**config.mk**
```make
export PLATFORM = sky130hd
export DESIGN_NAME = qrm_finish
export DESIGN_NICKNAME = d
export VERILOG_FILES = /design/src/rtl/qrm_pkg.sv /design/src/rtl/qrm_finish.sv
export SDC_FILE = /design/constraint.sdc
export NUM_CORES = 1
export LEC_CHECK = 0
export BUFFER_PORTS_ARGS = -buffer_cell sky130_fd_sc_hd__buf_2
export CORE_ASPECT_RATIO = 0.9
export CORE_MARGIN = 4
export CORE_UTILIZATION = 40
export DETAILED_ROUTE_END_ITERATION = 12
export PLACE_DENSITY = 0.72
export SLEW_MARGIN = 20
export SYNTH_ARGS = -nofsm -noshare
export SYNTH_HDL_FRONTEND = slang
export SYNTH_SLANG_ARGS = --single-unit
```
**constraint.sdc**
```tcl
create_clock -name clk -period 2.77 [get_ports clk]
set_input_delay 0.554 -clock clk [delete_from_list [all_inputs] [get_ports clk]]
set_output_delay 0.554 -clock clk [all_outputs]
set_load 0.005 [all_outputs]
```
**src/rtl/qrm_pkg.sv**
```systemverilog
package qrm_pkg;

	// Field widths
	localparam int QW    = 16;   // quaternion component
	localparam int EW    = 16;   // matrix entry, Q1.14
	localparam int PRODW = 32;   // 16x16 signed product
	localparam int NUMW  = 34;   // signed numerator, |num| <= 2^32
	localparam int MAGW  = 33;   // numerator magnitude and n2
	localparam int DENW  = 34;   // divisor 2*n2
	localparam int QBITS = 15;   // quotient bits, quotient <= 16384
	localparam int REMW  = MAGW + QBITS; // dividend 2*|num|*16384 + n2

	localparam int NLANE = 9;

	// Pipeline layout
	localparam int FRONT_STAGES = 3;
	localparam int PIPE_DEPTH   = FRONT_STAGES + QBITS + 1;

	// Q1.14 unity
	localparam int Q_ONE = 16384;

	// Matrix entry order e00,e01,e02,e10,e11,e12,e20,e21,e22
	localparam int LANE_E00 = 0;
	localparam int LANE_E11 = 4;
	localparam int LANE_E22 = 8;

endpackage

```
**src/rtl/qrm_finish.sv**
```systemverilog
module qrm_finish (
	input  logic                               clk,
	input  logic                               en,
	input  logic [qrm_pkg::QBITS-1:0]          quo [qrm_pkg::NLANE],
	input  logic                               neg [qrm_pkg::NLANE],
	input  logic                               zero,
	output logic signed [qrm_pkg::EW-1:0]      e [qrm_pkg::NLANE],
	output logic                               zero_norm
);

	localparam int EW    = qrm_pkg::EW;
	localparam int QBITS = qrm_pkg::QBITS;
	localparam int NLANE = qrm_pkg::NLANE;

	logic signed [EW-1:0] e_q [NLANE];
	logic                 zero_norm_q;
	logic signed [EW-1:0] e_c [NLANE];

	// Clamp, restore sign, substitute identity for a zero quaternion
	always_comb begin
		for (int l = 0; l < NLANE; l++) begin
			logic [QBITS-1:0] qs;
			qs = (quo[l] > QBITS'(qrm_pkg::Q_ONE)) ? QBITS'(qrm_pkg::Q_ONE) : quo[l];
			e_c[l] = neg[l] ? -EW'(qs) : EW'(qs);
			if (zero) begin
				e_c[l] = ((l == qrm_pkg::LANE_E00) || (l == qrm_pkg::LANE_E11)
					|| (l == qrm_pkg::LANE_E22)) ? EW'(qrm_pkg::Q_ONE) : '0;
			end
		end
	end

	always_ff @(posedge clk) begin
		if (en) begin
			e_q         <= e_c;
			zero_norm_q <= zero;
		end
	end

	assign e         = e_q;
	assign zero_norm = zero_norm_q;

endmodule
```
==> results by group, run 1 <==
GRT
  – Largest net degree at the start of global routing: 56
  – Total congestion overflow: 0
  – Vias in the first global route: 7381
  – GRT Util Overall: 19.1%
  – Antenna violations before repair: 2
  – First-pass GRT wire length: 37.3 mm

Critical path
  – Critical path peak fanout: 5
  – Most used cell along the critical path: or4_4
  – Worst path slowest cell: or4_4
  – Worst EP required: 2.94 ns
  – Setup CP Type: in -> reg
  – CP Cell Sequence: buf_2, or4_4, or4_4, o211ai_2, nand3_1, mux2_2
  – Slowest stage delay, CP: 0.56 ns
  – Crit path arrival time: 2.37 ns
  – Critical Path Sink Type: flip-flop
  – Startpoint Class: input port

Clocking
  – Sink Count: 145
  – Root Buffer: clkbuf_16
  – CTS clk-pin slew, worst paths: 0.07 ns
  – CTS tree: built
  – TritonCTS Buffers: 17
  – Postcts setup bufs: 0
  – CTS Hold Bufs: 0
  – CTS resizes: 0
  – Clock H-tree levels: 4
  – CTS max path bufs: 2

Floorplanning
  – Total die area: 24000 um2
  – Initial core utilization: 41.0%
  – Ports: 292
  – Core region area: 21000 um2
  – Site row count: 50
  – Die height: 147 um
  – Die Span X: 163 um

Run status
  – Outcome: finished, final reports clean

Final layout
  – Most common cell after layout, fill and taps aside: buf_2
  – N_diodes: 0
  – Layout cells sized above 1: 29.9%
  – Commonest cells after routing, fill and taps aside: buf_2, edfxtp_1, nor2_1
  – Seq. cell area: 4350 um2
  – Layout Utilization: 52.8%
  – P&R area growth vs syn: 28.8%
  – Nets@finish: 1316
  – Fillers: 1939
  – Multi-input logic area: 4020 um2

Power
  – Pwr Total: 6.15 mW
  – Cell Int Power: 4.58 mW
  – Clock group share of total power: 39.9%
  – Combinational share of power: 16.6%
  – Sw Pwr: 1.57 mW
  – Seq pwr share: 43.5%
  – Switching share of power: 25.5%
  – Power density over cell area: 553 nW/um2
  – Leakage: 4.45 nW
  – Worst vdd ir: 336 uV

STA
  – Maximum clock frequency: 0.454 GHz
  – Setup TNS: 0 ns
  – Final Max Slew Viols: 0
  – Period minus WS final: 2.20 ns
  – Final hold violation count: 0
  – Worst slew pin tran: 0.572 ns
  – Unrepaired setup endpoints after global routing: no
  – Final setup violation count: 0
  – Relative slew slack: 61.5%
  – Tcrit/Tclk final: 79.6%

Place
  – Port bufs: 291
  – DP Wirelength: 18.0 mm
  – Routability-driven placement congestion ratio: 0.919

Run
  – Max-Cap Viols: 0

Yosys
  – Sequential fraction of the synthesis area: 50.5%
  – Synth Net Count: 1028
  – Post-synth cell types: 63
  – Yosys warning count: 0
  – Mean post-synth cell area: 9.89 um2
  – Cell count after synthesis: 872
  – Most area-consuming cells after synthesis: edfxtp_1, xor2_1, nor2_1, nand2_1, o21ai_0
  – Area share of the largest cell type after synthesis: 50.5%
  – Post-synth EDFFs: 145
  – Syn Std Cell Area: 8620 um2
  – Yosys reg bits: 145
  – Async SR Flop Fraction: 0%
  – Post-synth top flop: edfxtp_1
  – Cell taking the most area after synthesis: edfxtp_1

Detailed routing
  – DR DRC count: 0
  – DR iter-0 viols: 590
  – Routed Antenna Nets: 0
  – TritonRoute pass-1 iters: 6
  – Vias: 7972
  – Wire length per cell: 16.3 um
  – Drt via density: 5.46
  – Post-Route WL: 23.8 mm

Worst hold path
  – Worst min path class: in -> reg
[power groups by stage]
stage | combinational [mW] | clock, mW | sequential, mW
after global placement | 1.01 | 0 | 2.72
after detailed placement | 1.02 | 0 | 2.72
after CTS | 1.02 | 2.52 | 2.68
final | 1.02 | 2.45 | 2.67
after global routing | 1.13 | 2.63 | 2.69
after floorplan | 0.455 | 0 | 2.74
[critical path: cells and delay by family]
family / cells / cell delay, ns
compound gates: 1 / 0.24
mux: 1 / 0.29
buf+inv: 1 / 0.13
simple gates: 3 / 1.16
[routing by layer]
layer,track usage (%),vias up,routed length [um]
met5,0,-,27
met4,4.74,4,308
met3,5.44,27,2050
met2,31.3,340,11100
met1,25.1,3735,10300
li1,-,3866,-
[stage by stage]
stage          setup slack [ns]  hold WS, ns  cell area [um2]  std cells
5_1_grt                   0.527        0.479            11100       1459
3_3_place_gp              0.196        0.896            10500       1427
4_1_cts                   0.622        0.470            11100       1459
3_5_place_dp              0.173        0.909            10500       1427
2_1_floorplan             0.146        0.653             8620        872
6_report                  0.566        0.493            11100       1459
[synth_stat cells (all sizes together), types with 14 or more instances]
| master | instances |
|---|---|
| o31ai | 21 |
| and3 | 16 |
| xor2 | 49 |
| nor4 | 20 |
| clkbuf | 38 |
| or4 | 15 |
| nand2b | 14 |
| nor3 | 38 |
| xnor2 | 20 |
| inv | 19 |
| a21oi | 26 |
| edfxtp | 145 |
| o21ai | 52 |
| nand2 | 94 |
| nor2 | 106 |
| nand3 | 14 |
| o21a | 14 |
| nor2b | 18 |
| nand4 | 15 |
[logic make-up after synthesis]
kind of cell	after synthesis	share of synthesized area, %
simple gates	381	21.7
compound gates	199	15.9
flops	145	50.5
xor+xnor	69	7.01
buf+inv	63	2.84
fa+ha+maj	9	1.31
mux	6	0.711
[area by class of cell]
| type | instances | area share, % |
|---|---|---|
| clock inverters | 14 | 1.84 |
| repair buffers | 310 | 14.9 |
| multi-input cells | 664 | 36.2 |
| inverters | 22 | 0.743 |
| flip-flops and latches | 145 | 39.2 |
| clock buffers | 18 | 3.86 |
| well taps | 286 | 3.22 |
[registers in the layout, indices dropped and copies added, names as in the netlist]
register,count
e,144
zero_norm,1
[final timing paths]
kind	start	end	cells past startpoint
max	quo[127]	e[138]$_SDFFCE_PP0P_	6
min	quo[24]	e[25]$_SDFFCE_PP0P_	3
(Power assumes the default switching activity.)
==> inputs of run 2 (changes only) <==
--- a/config.mk
+++ b/config.mk
@@ -10,7 +10,7 @@
 export CORE_MARGIN = 4
 export CORE_UTILIZATION = 40
 export DETAILED_ROUTE_END_ITERATION = 12
-export PLACE_DENSITY = 0.72
+export PLACE_DENSITY = 0.7
 export SLEW_MARGIN = 20
 export SYNTH_ARGS = -nofsm -noshare
 export SYNTH_HDL_FRONTEND = slang
==> constraint.sdc (replaced) <==
create_clock -name clk -period 2.2 [get_ports clk]
set_input_delay 0.44 -clock clk [delete_from_list [all_inputs] [get_ports clk]]
set_output_delay 0.44 -clock clk [all_outputs]
set_load 0.005 [all_outputs]
==> run 2 against run 1 <==
Effect of this change:
- sequential cell count unchanged
- largest cell class unchanged
- critical path depth unchanged
- non-clock buffer count up 53
- final area up 4.1%
- die area unchanged
- highest routed layer unchanged
- global-route usage up 1.4 points
- core utilization up 2.2 points
- sequential power up 26%
==> results by group, run 2 (same netlist as run 1, synthesis figures left out) <==
Final layout
  – Layout cells sized above 1: 33.4% (+3.4 points)
  – Commonest cells after routing, fill and taps aside: buf_2, edfxtp_1, nor2_1
  – Non-filler cells, final: 1514 (+3.8%)
  – Largest register FFs: 144 (unchanged)
  – Seq. cell area: 4350 um2 (unchanged)
  – Most common cell after layout, fill and taps aside: buf_2
  – Multi-input logic area: 4030 um2 (+0.31%)
  – Fillers: 1890 (-2.5%)
  – Nets@finish: 1369 (+4.0%)
  – P&R area growth vs syn: 34.1%

Critical path
  – Crit path arrival time: 2.14 ns (-0.23 ns)
  – Critical Path Sink Type: flip-flop
  – Setup CP Type: in -> reg
  – Startpoint Class: input port
  – Worst EP required: 2.37 ns (-0.57 ns)
  – Critical path peak fanout: 4 (-1)

Power
  – Combinational share of power: 17.3% (+0.7 points)
  – Leakage: 4.72 nW (+6.1%)
  – Pwr Total: 7.89 mW (+28%)
  – Seq pwr share: 42.7% (-0.8 points)
  – Sw Pwr: 2.06 mW (+32%)
  – Power density over cell area: 682 nW/um2 (+23%)
  – Worst vdd ir: 470 uV (+40%)
  – Clock group share of total power: 39.9% (about the same)
  – Switching share of power: 26.2% (+0.67 points)
  – Cell Int Power: 5.82 mW (+27%)

Place
  – DP Wirelength: 19.3 mm (+6.8%)
  – Routability-driven placement congestion ratio: 0.912 (-0.71%)
  – Placed cell count: 1480 (+3.7%)
  – Port bufs: 291 (unchanged)

Run status
  – Outcome: finished, final reports clean

Floorplanning
  – Die Span X: 163 um (unchanged)
  – Ports: 292 (unchanged)
  – Total die area: 24000 um2 (unchanged)
  – Site row count: 50 (unchanged)
  – Core region area: 21000 um2 (unchanged)
  – Initial core utilization: 41.0% (unchanged)
  – Die height: 147 um (unchanged)

STA
  – Worst slew pin tran: 0.613 ns (+0.0407 ns)
  – Final setup violation count: 0 (unchanged)
  – Setup TNS: 0 ns (unchanged)
  – Period minus WS final: 1.97 ns
  – Final Max Slew Viols: 0 (unchanged)
  – Tcrit/Tclk final: 89.3%
  – Final hold violation count: 0 (unchanged)
  – Unrepaired setup endpoints after global routing: no
  – Maximum clock frequency: 0.509 GHz
  – Relative slew slack: 58.8% (-2.7 points)

Detailed routing
  – Post-Route WL: 25.3 mm (+6.1%)
  – Wire length per cell: 16.7 um (+2.3%)
  – Drt via density: 5.38 (-1.6%)
  – DR iter-0 viols: 553 (-6.3%)
  – DR DRC count: 0 (unchanged)
  – Vias: 8144 (+2.2%)
  – Routed Antenna Nets: 0 (unchanged)
  – TritonRoute pass-1 iters: 6 (unchanged)

GRT
  – First-pass GRT wire length: 39.7 mm (+6.4%)
  – Vias in the first global route: 7627 (+3.3%)
  – Total congestion overflow: 0 (unchanged)
  – Global-route track usage on met3: 6.62% (+1.2 points)
  – Antenna violations before repair: 4 (+2)
  – Largest net degree at the start of global routing: 53 (-5.4%)
  – GRT busiest layer: met2
  – Met1 Resource Use GR: 26.2% (+1.1 points)
  – Met2 Resource Use GR: 33.8% (+2.6 points)
  – GRT Util Overall: 20.5% (+1.4 points)

Worst hold path
  – Worst min path class: in -> reg

Clocking
  – Postcts setup bufs: 0 (unchanged)
  – Clock H-tree levels: 4 (unchanged)
  – CTS resizes: 0 (unchanged)
  – TritonCTS Buffers: 17 (unchanged)
  – CTS Hold Bufs: 0 (unchanged)
  – CTS max path bufs: 2 (unchanged)
  – CTS clk-pin slew, worst paths: 0.07 ns (about the same)
  – CTS tree: built
  – Sink Count: 145 (unchanged)
  – Root Buffer: clkbuf_16

Run
  – Max-Cap Viols: 0 (unchanged)
run 2: routing by layer:
| layer | up-vias | share of wire (%) |
|---|---|---|
| met2 | 344 | 47 |
| met1 | 3775 | 42 |
| met3 | 33 | 9.8 |
| met5 | - | 0.13 |
| met4 | 6 | 1.4 |
| li1 | 3986 | - |
run 2: power by group through the flow:
stage / Clock [mW] / Sequential (mW) / Combinational [mW]
final: 3.15 / 3.37 / 1.37
after detailed placement: 0 / 3.43 / 1.37
after CTS: 3.22 / 3.37 / 1.37
after floorplan: 0 / 3.46 / 0.577
after global routing: 3.35 / 3.39 / 1.52
after global placement: 0 / 3.43 / 1.35
run 2: final cells by class:
class / instances / area share, %
Clock inverter: 14 / 1.75
Multi-Input combinational cell: 664 / 34.9
Antenna cell: 2 / 0.0433
Clock buffer: 18 / 3.71
Inverter: 22 / 0.757
Timing Repair Buffer: 363 / 18.1
Sequential cell: 145 / 37.7
Tap cell: 286 / 3.09
run 2: stage by stage:
step | instance area [um2] | hold WS, ns | setup slack, ns | utilization [%]
floorplan | 8650 | 0.539 | -0.0271 | -
global placement | 10900 | 0.784 | -0.182 | 52.0
detailed placement | 10900 | 0.785 | -0.180 | 52.0
CTS | 11600 | 0.340 | 0.270 | 55.0
global route | 11600 | 0.347 | 0.216 | 55.0
finish | 11600 | 0.362 | 0.234 | 55.0
run 2: final timing paths:
| kind | startpoint | to | depth (start not counted) |
|---|---|---|---|
| setup / recovery | quo[127] | e[138]$_SDFFCE_PP0P_ | 6 |
| hold / removal | quo[110] | e[117]$_SDFFCE_PP0P_ | 3 |
run 2: worst max-delay path, cell delays in order:
cell and delay (ns):
buf_2 0.10, or4_4 0.53, or4_4 0.47, o211ai_2 0.20
nand3_1 0.11, mux2_2 0.28
